--- src/rtl/core/ipv6tp_pkg.sv ---
// ---------------------------------------------------------------------------
// ipv6tp_pkg: shared types and constants of the ipv6 text address parser
// token format, error codes and result layout used by the parser modules
// ---------------------------------------------------------------------------
package ipv6tp_pkg;

    localparam int GROUPS           = 8;
    localparam int GROUP_W          = 16;
    localparam int GROUP_IDX_W      = 3;
    localparam int GROUP_CNT_W      = 4;
    localparam int DIGITS_PER_GROUP = 4;
    localparam int DIGIT_CNT_W      = 3;
    localparam int CHAR_CNT_W       = 6;
    localparam int MAX_CHARS_DEF    = 39;
    localparam int CHAR_W           = 8;
    localparam int HALF_W           = 64;
    localparam int ADDR_W           = 128;
    localparam int QUEUE_DEPTH      = 2;

    typedef enum logic [1:0] {
        TOK_DIGIT,
        TOK_COLON,
        TOK_NUL,
        TOK_BAD
    } tok_kind_t;

    typedef struct packed {
        tok_kind_t  kind;
        logic [3:0] digit;
    } token_t;

    typedef enum logic [2:0] {
        ERR_NONE        = 3'd0,
        ERR_DOUBLE_GAP  = 3'd1,
        ERR_GROUP_LONG  = 3'd2,
        ERR_BAD_DIGIT   = 3'd3,
        ERR_MANY_COLONS = 3'd4,
        ERR_FEW_COLONS  = 3'd5,
        ERR_TOO_LONG    = 3'd6
    } err_t;

    typedef struct packed {
        logic [HALF_W-1:0] address_high;
        logic [HALF_W-1:0] address_low;
        err_t              error_code;
    } result_t;

    // handshake between the parser core and the result queue
    typedef struct packed {
        logic full;
    } res_status_t;

    typedef struct packed {
        logic take;
    } tok_ctrl_t;

endpackage

--- src/rtl/core/ipv6_text_address_parser.sv ---
// ---------------------------------------------------------------------------
// ipv6_text_address_parser: textual ipv6 address to 128-bit address
// one ascii character per item in, one address and error code per nul out
// ---------------------------------------------------------------------------
// usage
// - input channel: drive character and raise push; the item is taken at a
//   rising edge with push high and full low
// - result channel: while empty is low the oldest result sits on
//   address_high, address_low and error_code; pop high at an edge takes it
// - only a nul (character zero) yields a result; other characters update
//   the parser state and yield nothing
// - throughput: one character per cycle, nul included, sustained while no
//   nul waits on a full result queue; a taken nul sits in the two-entry token
//   queue, and the core then registers its result in the result queue
// - on an error the address halves read zero and later characters are
//   dropped until the nul, which also returns the parser to its idle state
// - reset clears both queues and all parser control state
// - if the receiver stalls, the two-entry result queue fills, the core
//   halts on the next nul and the token queue backs up until full rises;
//   characters other than nul keep flowing while only a result waits
// ---------------------------------------------------------------------------
module ipv6_text_address_parser
    import ipv6tp_pkg::*;
#(
    parameter int MAX_CHARS = MAX_CHARS_DEF
) (
    input  logic              clk,
    input  logic              rst_n,
    input  logic [CHAR_W-1:0] character,
    input  logic              push,
    output logic              full,
    output logic [HALF_W-1:0] address_high,
    output logic [HALF_W-1:0] address_low,
    output logic [2:0]        error_code,
    output logic              empty,
    input  logic              pop
);

    // front to core token path
    logic        tok_valid;
    token_t      tok;
    tok_ctrl_t   tok_ctrl;

    // core to result queue
    res_status_t res_status;
    logic        res_push;
    result_t     res;
    result_t     res_out;
    logic        res_full;

    ipv6tp_front u_front (
        .clk       (clk),
        .rst_n     (rst_n),
        .character (character),
        .push      (push),
        .full      (full),
        .tok_take  (tok_ctrl.take),
        .tok_valid (tok_valid),
        .tok       (tok)
    );

    ipv6tp_back #(
        .MAX_CHARS (MAX_CHARS)
    ) u_back (
        .clk        (clk),
        .rst_n      (rst_n),
        .tok_valid  (tok_valid),
        .tok        (tok),
        .tok_ctrl   (tok_ctrl),
        .res_status (res_status),
        .res_push   (res_push),
        .res        (res)
    );

    assign res_status.full = res_full;

    // result queue parts the core from a stalling receiver
    ipv6tp_fifo #(
        .WIDTH ($bits(result_t)),
        .DEPTH (QUEUE_DEPTH)
    ) u_res_queue (
        .clk     (clk),
        .rst_n   (rst_n),
        .push    (res_push),
        .full    (res_full),
        .wr_data (res),
        .pop     (pop),
        .empty   (empty),
        .rd_data (res_out)
    );

    assign address_high = res_out.address_high;
    assign address_low  = res_out.address_low;
    assign error_code   = 3'(res_out.error_code);

endmodule

--- src/rtl/core/ipv6tp_fifo.sv ---
// ---------------------------------------------------------------------------
// ipv6tp_fifo: small register queue
// holds items between parser stages, push/full and pop/empty handshake
// ---------------------------------------------------------------------------
module ipv6tp_fifo #(
    parameter int WIDTH = 8,
    parameter int DEPTH = 2
) (
    input  logic             clk,
    input  logic             rst_n,
    input  logic             push,
    output logic             full,
    input  logic [WIDTH-1:0] wr_data,
    input  logic             pop,
    output logic             empty,
    output logic [WIDTH-1:0] rd_data
);

    localparam int PTR_W = (DEPTH > 1) ? $clog2(DEPTH) : 1;
    localparam int CNT_W = $clog2(DEPTH + 1);

    logic [WIDTH-1:0] mem_reg [DEPTH];
    logic [PTR_W-1:0] wr_ptr_reg, wr_ptr_next;
    logic [PTR_W-1:0] rd_ptr_reg, rd_ptr_next;
    logic [CNT_W-1:0] count_reg, count_next;
    logic             do_push;
    logic             do_pop;

    assign full    = (count_reg == CNT_W'(DEPTH));
    assign empty   = (count_reg == '0);
    assign do_push = push && !full;
    assign do_pop  = pop && !empty;
    assign rd_data = mem_reg[rd_ptr_reg];

    always_comb
    begin
        wr_ptr_next = wr_ptr_reg;
        rd_ptr_next = rd_ptr_reg;
        count_next  = count_reg;
        if (do_push)
        begin
            wr_ptr_next = (wr_ptr_reg == PTR_W'(DEPTH - 1)) ? '0 : wr_ptr_reg + 1'b1;
        end
        if (do_pop)
        begin
            rd_ptr_next = (rd_ptr_reg == PTR_W'(DEPTH - 1)) ? '0 : rd_ptr_reg + 1'b1;
        end
        if (do_push && !do_pop)
        begin
            count_next = count_reg + 1'b1;
        end
        else if (do_pop && !do_push)
        begin
            count_next = count_reg - 1'b1;
        end
    end

    always_ff @(posedge clk or negedge rst_n)
    begin
        if (!rst_n)
        begin
            wr_ptr_reg <= '0;
            rd_ptr_reg <= '0;
            count_reg  <= '0;
        end
        else
        begin
            wr_ptr_reg <= wr_ptr_next;
            rd_ptr_reg <= rd_ptr_next;
            count_reg  <= count_next;
        end
    end

    always_ff @(posedge clk)
    begin
        if (do_push)
        begin
            mem_reg[wr_ptr_reg] <= wr_data;
        end
    end

endmodule

--- src/rtl/core/ipv6tp_front.sv ---
// ---------------------------------------------------------------------------
// ipv6tp_front: character classifier
// turns each accepted character into a token and queues it for the core
// ---------------------------------------------------------------------------
module ipv6tp_front
    import ipv6tp_pkg::*;
(
    input  logic              clk,
    input  logic              rst_n,
    input  logic [CHAR_W-1:0] character,
    input  logic              push,
    output logic              full,
    input  logic              tok_take,
    output logic              tok_valid,
    output token_t            tok
);

    token_t cls;
    logic   tok_empty;

    always_comb
    begin
        cls.kind  = TOK_BAD;
        cls.digit = '0;
        if (character == '0)
        begin
            cls.kind = TOK_NUL;
        end
        else if (character == 8'h3a)
        begin
            cls.kind = TOK_COLON;
        end
        else if (character inside {[8'h30:8'h39]})
        begin
            cls.kind  = TOK_DIGIT;
            cls.digit = 4'(character - 8'h30);
        end
        else if (character inside {[8'h61:8'h66]})
        begin
            cls.kind  = TOK_DIGIT;
            cls.digit = 4'(character - 8'h57);
        end
        else if (character inside {[8'h41:8'h46]})
        begin
            cls.kind  = TOK_DIGIT;
            cls.digit = 4'(character - 8'h37);
        end
    end

    ipv6tp_fifo #(
        .WIDTH ($bits(token_t)),
        .DEPTH (QUEUE_DEPTH)
    ) u_tok_queue (
        .clk     (clk),
        .rst_n   (rst_n),
        .push    (push),
        .full    (full),
        .wr_data (cls),
        .pop     (tok_take),
        .empty   (tok_empty),
        .rd_data (tok)
    );

    assign tok_valid = !tok_empty;

endmodule

--- src/rtl/core/ipv6tp_back.sv ---
// ---------------------------------------------------------------------------
// ipv6tp_back: parser core
// gathers hex groups, tracks the double colon and builds the address on nul
// ---------------------------------------------------------------------------
module ipv6tp_back
    import ipv6tp_pkg::*;
#(
    parameter int MAX_CHARS = MAX_CHARS_DEF
) (
    input  logic        clk,
    input  logic        rst_n,
    input  logic        tok_valid,
    input  token_t      tok,
    output tok_ctrl_t   tok_ctrl,
    input  res_status_t res_status,
    output logic        res_push,
    output result_t     res
);

    typedef logic [GROUPS-1:0][GROUP_W-1:0] grp_vec_t;

    logic [GROUP_W-1:0]     acc_reg, acc_next;
    logic [DIGIT_CNT_W-1:0] digit_count_reg, digit_count_next;
    logic [GROUP_CNT_W-1:0] groups_done_reg, groups_done_next;
    logic [GROUP_CNT_W-1:0] gap_pos_reg, gap_pos_next;
    logic                   gap_seen_reg, gap_seen_next;
    logic                   prev_colon_reg, prev_colon_next;
    logic [CHAR_CNT_W-1:0]  char_count_reg, char_count_next;
    err_t                   err_reg, err_next;
    // groups before the double colon sit at their index, later ones shift in at the bottom
    grp_vec_t               head_reg, head_next;
    grp_vec_t               tail_reg, tail_next;

    logic                   take;
    logic                   is_nul;

    logic                   fin_commit;
    logic [GROUP_CNT_W-1:0] fin_gd;
    grp_vec_t               fin_head;
    grp_vec_t               fin_tail;
    err_t                   fin_err;
    logic [GROUP_CNT_W-1:0] eff_pos;
    logic [GROUP_CNT_W-1:0] tcount;
    logic [ADDR_W-1:0]      addr;
    logic [GROUP_W-1:0]     grp;

    assign is_nul        = (tok.kind == TOK_NUL);
    assign take          = tok_valid && (!is_nul || !res_status.full);
    assign tok_ctrl.take  = take;
    assign res_push      = tok_valid && is_nul && !res_status.full;

    // end of string: pending group, final checks, gap expansion
    always_comb
    begin
        fin_commit = (digit_count_reg != '0) && (groups_done_reg < GROUP_CNT_W'(GROUPS));
        fin_gd     = groups_done_reg + GROUP_CNT_W'(fin_commit);
        fin_head   = head_reg;
        fin_tail   = tail_reg;
        if (fin_commit && !gap_seen_reg)
        begin
            fin_head[groups_done_reg[GROUP_IDX_W-1:0]] = acc_reg;
        end
        if (fin_commit && gap_seen_reg)
        begin
            fin_tail = {tail_reg[GROUPS-2:0], acc_reg};
        end

        fin_err = err_reg;
        if (err_reg == ERR_NONE)
        begin
            if (prev_colon_reg && !(gap_seen_reg && gap_pos_reg == fin_gd))
            begin
                fin_err = ERR_MANY_COLONS;
            end
            else if (gap_seen_reg && fin_gd >= GROUP_CNT_W'(GROUPS))
            begin
                fin_err = ERR_MANY_COLONS;
            end
            else if (!gap_seen_reg && fin_gd < GROUP_CNT_W'(GROUPS))
            begin
                fin_err = ERR_FEW_COLONS;
            end
        end

        eff_pos = gap_seen_reg ? gap_pos_reg : GROUP_CNT_W'(GROUPS);
        tcount  = gap_seen_reg ? fin_gd - gap_pos_reg : '0;
        addr    = '0;
        grp     = '0;
        for (int i = 0; i < GROUPS; i++)
        begin
            grp = '0;
            if (GROUP_CNT_W'(i) < eff_pos)
            begin
                grp = grp | fin_head[i];
            end
            if (GROUP_CNT_W'(i) >= GROUP_CNT_W'(GROUPS) - tcount)
            begin
                grp = grp | fin_tail[GROUPS-1-i];
            end
            addr[(GROUPS-1-i)*GROUP_W +: GROUP_W] = grp;
        end
        if (fin_err != ERR_NONE)
        begin
            addr = '0;
        end

        res.address_high = addr[ADDR_W-1:HALF_W];
        res.address_low  = addr[HALF_W-1:0];
        res.error_code   = fin_err;
    end

    // per character update
    always_comb
    begin
        acc_next         = acc_reg;
        digit_count_next = digit_count_reg;
        groups_done_next = groups_done_reg;
        gap_pos_next     = gap_pos_reg;
        gap_seen_next    = gap_seen_reg;
        prev_colon_next  = prev_colon_reg;
        char_count_next  = char_count_reg;
        err_next         = err_reg;
        head_next        = head_reg;
        tail_next        = tail_reg;

        if (take)
        begin
            if (is_nul)
            begin
                acc_next         = '0;
                digit_count_next = '0;
                groups_done_next = '0;
                gap_pos_next     = '0;
                gap_seen_next    = 1'b0;
                prev_colon_next  = 1'b0;
                char_count_next  = '0;
                err_next         = ERR_NONE;
            end
            else if (err_reg != ERR_NONE)
            begin
                // errored string: wait for the nul
            end
            else if (char_count_reg >= CHAR_CNT_W'(MAX_CHARS))
            begin
                err_next = ERR_TOO_LONG;
            end
            else
            begin
                char_count_next = char_count_reg + 1'b1;
                case (tok.kind)
                    TOK_COLON:
                    begin
                        if (prev_colon_reg)
                        begin
                            if (gap_seen_reg)
                            begin
                                err_next = ERR_DOUBLE_GAP;
                            end
                            else
                            begin
                                gap_seen_next = 1'b1;
                                gap_pos_next  = groups_done_reg;
                            end
                        end
                        else
                        begin
                            prev_colon_next = 1'b1;
                            if (digit_count_reg != '0)
                            begin
                                acc_next         = '0;
                                digit_count_next = '0;
                                if (groups_done_reg < GROUP_CNT_W'(GROUPS))
                                begin
                                    if (gap_seen_reg)
                                    begin
                                        tail_next = {tail_reg[GROUPS-2:0], acc_reg};
                                    end
                                    else
                                    begin
                                        head_next[groups_done_reg[GROUP_IDX_W-1:0]] = acc_reg;
                                    end
                                    groups_done_next = groups_done_reg + 1'b1;
                                end
                                if (groups_done_next >= GROUP_CNT_W'(GROUPS))
                                begin
                                    err_next        = ERR_MANY_COLONS;
                                    prev_colon_next = prev_colon_reg;
                                end
                            end
                        end
                    end
                    TOK_DIGIT:
                    begin
                        if (prev_colon_reg && groups_done_reg == '0 && !gap_seen_reg)
                        begin
                            err_next = ERR_MANY_COLONS;
                        end
                        else if (digit_count_reg >= DIGIT_CNT_W'(DIGITS_PER_GROUP))
                        begin
                            err_next = ERR_GROUP_LONG;
                        end
                        else
                        begin
                            acc_next         = {acc_reg[GROUP_W-5:0], tok.digit};
                            digit_count_next = digit_count_reg + 1'b1;
                            prev_colon_next  = 1'b0;
                        end
                    end
                    default:
                    begin
                        err_next = ERR_BAD_DIGIT;
                    end
                endcase
            end
        end
    end

    always_ff @(posedge clk or negedge rst_n)
    begin
        if (!rst_n)
        begin
            acc_reg         <= '0;
            digit_count_reg <= '0;
            groups_done_reg <= '0;
            gap_pos_reg     <= '0;
            gap_seen_reg    <= 1'b0;
            prev_colon_reg  <= 1'b0;
            char_count_reg  <= '0;
            err_reg         <= ERR_NONE;
        end
        else
        begin
            acc_reg         <= acc_next;
            digit_count_reg <= digit_count_next;
            groups_done_reg <= groups_done_next;
            gap_pos_reg     <= gap_pos_next;
            gap_seen_reg    <= gap_seen_next;
            prev_colon_reg  <= prev_colon_next;
            char_count_reg  <= char_count_next;
            err_reg         <= err_next;
        end
    end

    always_ff @(posedge clk)
    begin
        head_reg <= head_next;
        tail_reg <= tail_next;
    end

endmodule

--- config.mk ---
export PLATFORM = sky130hd
export DESIGN_NAME = ipv6_text_address_parser
export DESIGN_NICKNAME = d
export VERILOG_FILES = /design/src/rtl/core/ipv6tp_pkg.sv /design/src/rtl/core/ipv6_text_address_parser.sv /design/src/rtl/core/ipv6tp_fifo.sv /design/src/rtl/core/ipv6tp_front.sv /design/src/rtl/core/ipv6tp_back.sv
export SDC_FILE = /design/constraint.sdc
export NUM_CORES = 1
export LEC_CHECK = 0
export BUFFER_PORTS_ARGS = -buffer_cell sky130_fd_sc_hd__buf_2
export CAP_MARGIN = 0
export CORE_ASPECT_RATIO = 1.25
export CORE_MARGIN = 5
export CORE_UTILIZATION = 40
export DETAILED_ROUTE_END_ITERATION = 7
export GPL_TIMING_DRIVEN = 0
export PLACE_DENSITY = 0.55
export SLEW_MARGIN = 20
export SYNTH_ARGS = -nofsm -noshare
export SYNTH_HDL_FRONTEND = slang
export SYNTH_SLANG_ARGS = --single-unit
--- constraint.sdc ---
create_clock -name clk -period 9.4 [get_ports clk]
set_input_delay 1.88 -clock clk [delete_from_list [all_inputs] [get_ports clk]]
set_output_delay 1.88 -clock clk [all_outputs]
set_load 0.1 [all_outputs]
# == After elaboration in Yosys (flattened, before gate mapping) ==
# Memory sizes are Yosys's and may differ from the RTL's.
# Index checks and enable logic that the tools add are counted.
# word_totals
regBits,302
ramBits,274
inputBits,12
out_inout_bits,133
wordCells,280
n_memories,2
# memory_table
memory,words,word_bits,rd,rd_clocked_by_memory_dff,write_ports,line,source
u_res_queue.mem_reg,2,131,1,0,1,ipv6tp_fifo.sv:22,logic [WIDTH-1:0] mem_reg [DEPTH];
u_front.u_tok_queue.mem_reg,2,6,1,0,1,ipv6tp_fifo.sv:22,
# op_classes
add_sub_neg,17
magnitude_cmp,30
eq_ne,18
mux,110
bitwise_logic,13
n_reduce_logical,60
# op_table
op,count
128-bit two-way mux,3
16-bit two-way mux,24
128-bit bitwise mux,1
16-bit bitwise OR,8
4-bit two-way mux,24
3-bit two-way mux,20
16-bit demux with 3-bit select,1
6-bit two-way mux,6
16-bit case mux with 2 select lines,1
1-bit logical AND,24
6-bit AND reduction,4
1-bit two-way mux,21
9-bit AND reduction,2
3-bit by 4-bit >= comparator with 1-bit output (first input constant),4
8-bit by 7-bit >= comparator with 1-bit output (second input constant),2
8-bit by 7-bit less-or-equal comparator with 1-bit output (second input constant),2
3-bit by 4-bit < comparator with 1-bit output (first input constant),4
5-bit by 1-bit != test with 1-bit output (second input constant),3
2-bit two-way mux,6
3-bit case mux with 2 select lines,2
3-bit nonzero test,4
1-bit logical NOT,11
2-bit nonzero test,5
8-bit by 6-bit equality test with 1-bit output (second input constant),1
42 further kinds,65

# == Depth between registers and ports, before layout ==
# depth
word_depth,17
ltp_mapped,16

# == Modules after synthesis ==
# From an unflattened synthesis, not the netlist that was laid out.
# hier_totals
hier_cells,1692
area_unflattened_um2,26416.6
# by_module_without_submodules
module,instances,cells_per_inst,area_per_inst_um2
ipv6tp_back,1,1195,15533.6
ipv6tp_fifo at u_res_queue,1,427,9980.8
ipv6tp_fifo at u_front.u_tok_queue,1,38,639.4
ipv6tp_front,1,32,262.8

# == Worst setup path before layout ==
# Ideal clock, no wire load.
# synth_timing
path_type,register to register
start,register u_front.u_tok_queue.rd_ptr_reg
end,"memory u_res_queue.mem_reg[0][0] (netlist bit), enable pin"
setup_ns,0.623
arrival_ns,7.369
t_required_ns,8.777
slack_ns,1.407
stages_incl_launch_ff,8
cell_sequence,dfrtp_1 > clkbuf_1 > mux2i_1 > ha_1 > clkinv_1 > or3_1 > clkbuf_1 > nor2_1
# synth_between
elab_chain_len,7
# synth_lines
element,line,source
from (decl),ipv6tp_fifo.sv:24,"logic [PTR_W-1:0] rd_ptr_reg, rd_ptr_next;"
from (signal assigned),ipv6tp_fifo.sv:69,rd_ptr_reg <= rd_ptr_next;
memory read 2 x 6 bit,-,
2-bit equality test,ipv6tp_back.sv:47,assign is_nul = (tok.kind == TOK_NUL);
1-bit logical AND (2 in series),ipv6tp_back.sv:50,assign res_push = tok_valid && is_nul && !res_status.full;
1-bit logical AND,ipv6tp_fifo.sv:31,assign do_push = push && !full;
1-bit two-way mux,ipv6tp_fifo.sv:76,if (do_push)
1-bit two-way mux (implied by the code),ipv6tp_fifo.sv:78,mem_reg[wr_ptr_reg] <= wr_data;
to (decl),ipv6tp_fifo.sv:22,
# Every way passes these cells.

# == Worst setup path after layout ==
# layout_timing
start,register u_res_queue.rd_ptr_reg
end,output address_high[52]
# layout_between
elab_chain_len,1
# layout_lines
element,line,source
from (decl),ipv6tp_fifo.sv:24,
from (signal assigned),ipv6tp_fifo.sv:69,
memory read 2 x 131 bit,-,
to (decl),ipv6_text_address_parser.sv:32,"output logic [HALF_W-1:0] address_high,"
# Every way passes these cells.

==> results.sh <==
export IMPL_track_usage=0.204
export IMPL_gp_congestion=0.936
export IMPL_dp_slack_ns=4.43
export IMPL_ant_nets=0
export IMPL_cts_setup_buffers=0
export IMPL_period_needed_ns=5.40
export IMPL_vias_per_cell=5.69
export IMPL_irDropWorstVdd_mv=0.282
export IMPL_initial_core_util=0.402
export IMPL_endpoint_kind="output pin"
export IMPL_dr_total_vias=16000
export IMPL_grt_pass1_vias=16100
export IMPL_yosys_area_top_type_share=0.607
export IMPL_drc=0
export IMPL_grt_pass1_wl_um=107000
export IMPL_yosysWarnings=0
export IMPL_synth_avg_cell_area_um2=15.6
export IMPL_crit_top_cell="clkbuf_1"
export IMPL_drive_gt1_frac=0.305
export IMPL_ys_flop_type="edfxtp_1"
export IMPL_yosysUniqueCellTypes=66
export IMPL_rows=105
export IMPL_synth_cells=1686
export IMPL_path_clk_slew_ns=0.07
export IMPL_start_kind="flop"
export IMPL_die_y_um=296
export IMPL_clk_latency_ns=0.62
export IMPL_numPortBuffers=144
export IMPL_h_tree_depth=2
export IMPL_multi_input_area_um2=8560
export IMPL_worst_setup_path_type="reg -> out"
export IMPL_syn_area_um2=26200
export IMPL_ys_top_cells_by_area="edfxtp_1, mux2_2, mux2i_1"
export IMPL_power_density_nw_per_um2=343
export IMPL_path_max_fanout=10
export IMPL_root_buffer="clkbuf_16"
export IMPL_cts_buffers=58
export IMPL_coreArea_um2=65300
export IMPL_yosys_register_bits=576
export IMPL_route_final_wire_length_um=74500
export IMPL_fmax_mhz=185
export IMPL_slew_viol_final=0
export IMPL_antenna_cells=0
export IMPL_ctsResizeCount=0
export IMPL_slowest_stage="clkbuf_1"
export IMPL_max_stage_delay_ns=0.82
export IMPL_cp_required_ns=7.52
export IMPL_first_pass_iters=5
export IMPL_power_leakage_nw=10.1
export IMPL_die_area_um2=70900
export IMPL_final_nets=1944
export IMPL_yosys_top_cells_count="edfxtp_1, mux2_2, mux2i_1"
export IMPL_crit_chain="clkbuf_1 > clkbuf_1 > clkbuf_1 > mux2_2 > buf_2"
export IMPL_synth_seq_area_share=0.650
export IMPL_first_iter_violations=1138
export IMPL_fin_skew_ns=0.0239
export IMPL_critPathArrivalTime_ns=3.52
export IMPL_largest_register_ffs=262
export IMPL_rsz0062_at_grt="no"
export IMPL_ys_async_sr_fraction=0.0799
export IMPL_wire_per_inst_um=26.5
export IMPL_final_util=0.466
export IMPL_fin_ws_ns=4.00
export IMPL_postCtsHoldBufs=0
export IMPL_dp_hpwl_um=51200
export IMPL_grt_ovfl_total=0
export IMPL_setup_viol=0
export IMPL_die_w_um=239
export IMPL_maxCapViolCount=0
export IMPL_worst_slew_pin_slew_ns=1.21
export IMPL_grt_start_max_net_pins=48
export IMPL_hold_path_class="reg -> reg"
export IMPL_io_pins=145
export IMPL_yosys_area_top_type="edfxtp_1"
export IMPL_clockBufferDepth=3
export IMPL_synth_net_count=1721
export IMPL_fin_crit_sh=0.574
export IMPL_synth_most_common_cell="edfxtp_1"
export IMPL_synth_edf_count=530
export IMPL_cts_tree="done"
export IMPL_syn_to_final_growth_pct=15.9
export IMPL_fillers=5722
export IMPL_seq_area_um2=17100
export IMPL_finalHoldViolCount=0
export IMPL_antenna_found_initial=0
export IMPL_timing_slew_headroom=0.197
export IMPL_status="finished, final reports clean"
export IMPL_setup_tns_final_ns=0
export IMPL_cts_sinks=576
[path summary, 6_finish.rpt]
path                                                       start                                         end  slack [ns]  cells past startpoint
max                           u_res_queue.rd_ptr_reg$_DFFE_PN0P_                            address_high[52]        4.00                      5
min                               u_back.acc_reg[14]$_DFFE_PN0P_               u_back.tail_reg[14]$_DFFE_PP_        0.44                      0
max reg2reg                u_back.digit_count_reg[0]$_DFFE_PN0P_        u_res_queue.mem_reg[0][34]$_DFFE_PP_        4.62                     14
min reg2reg                       u_back.acc_reg[14]$_DFFE_PN0P_               u_back.tail_reg[14]$_DFFE_PP_        0.44                      0
max in group asynchronous                                  rst_n              u_back.acc_reg[13]$_DFFE_PN0P_        7.64                      1
min in group asynchronous                                  rst_n  u_front.u_tok_queue.wr_ptr_reg$_DFFE_PN0P_        1.30                      1
[worst max-delay path: cells and delay by family (launching register included)]
family | cells | cell delay (ns)
buffers and inverters | 4 | 2.26
DFF | 1 | 0.32
muxes | 1 | 0.31
[layout by cell type (no fill, tap or decap), types with 18 or more instances in the layout]
master     Yosys  routed
nor2_1        32      29
a31oi_1       22      22
mux2i_1      248     248
edfxtp_1     530     530
nand2_1       34      34
ha_1          22      22
o22ai_1      114     114
a22o_1        18      18
dfrtp_1       46      46
clkbuf_16      0      58
clkbuf_1      84      89
buf_2         33     176
inv_1         25      25
or4_1         32      32
mux2_2       281     281
[per-layer routing]
layer | vias to the layer above | track usage | wire length [um]
li1 | 7103 | - | -
met3 | 127 | 0.0252 | 3980
met5 | - | 0 | 0
met1 | 8227 | 0.275 | 31400
met4 | 0 | 0.0724 | 2790
met2 | 557 | 0.344 | 36300
[power by group]
group          switching (mW)  total [mW]  internal, mW
sequential             0.0980        3.34          3.24
combinational            3.55        4.75          1.19
clock                   0.993        2.34          1.34
total                    4.65        10.4          5.78
[area by class of cell]
| type | count | area share |
|---|---|---|
| Sequential cell | 576 | 0.561 |
| Multi-Input combinational cell | 955 | 0.281 |
| Clock buffer | 72 | 0.0501 |
| Timing Repair Buffer | 163 | 0.0379 |
| Tap cell | 856 | 0.0352 |
| Buffer | 128 | 0.0184 |
| Clock inverter | 35 | 0.0124 |
| Inverter | 27 | 0.00333 |
[cells by family (layout without fill, tap and decap cells)]
group / Yosys count / in the layout / synth area share
AOI/OAI and AO/OA: 215 / 215 / 0.0554
xor gates and xnor gates: 21 / 21 / 0.00701
adders and majority gates: 23 / 23 / 0.0113
buffers and inverters: 155 / 425 / 0.0249
DFF: 576 / 576 / 0.650
muxes: 530 / 530 / 0.216
and+or+nand+nor: 166 / 166 / 0.0353
[stage by stage]
| step | instances | hold WS [ns] | instance area [um2] | total power [mW] |
|---|---|---|---|---|
| 3_3_place_gp | 2686 | 0.424 | 28000 | 8.10 |
| 5_1_grt | 2812 | 0.451 | 30400 | 10.8 |
| 6_report | 2812 | 0.443 | 30400 | 10.4 |
| 2_1_floorplan | 1686 | 0.423 | 26200 | 7.10 |
| 3_5_place_dp | 2705 | 0.428 | 28500 | 8.16 |
| 4_1_cts | 2812 | 0.438 | 30400 | 10.5 |
Power figures use the tool's default switching activity.
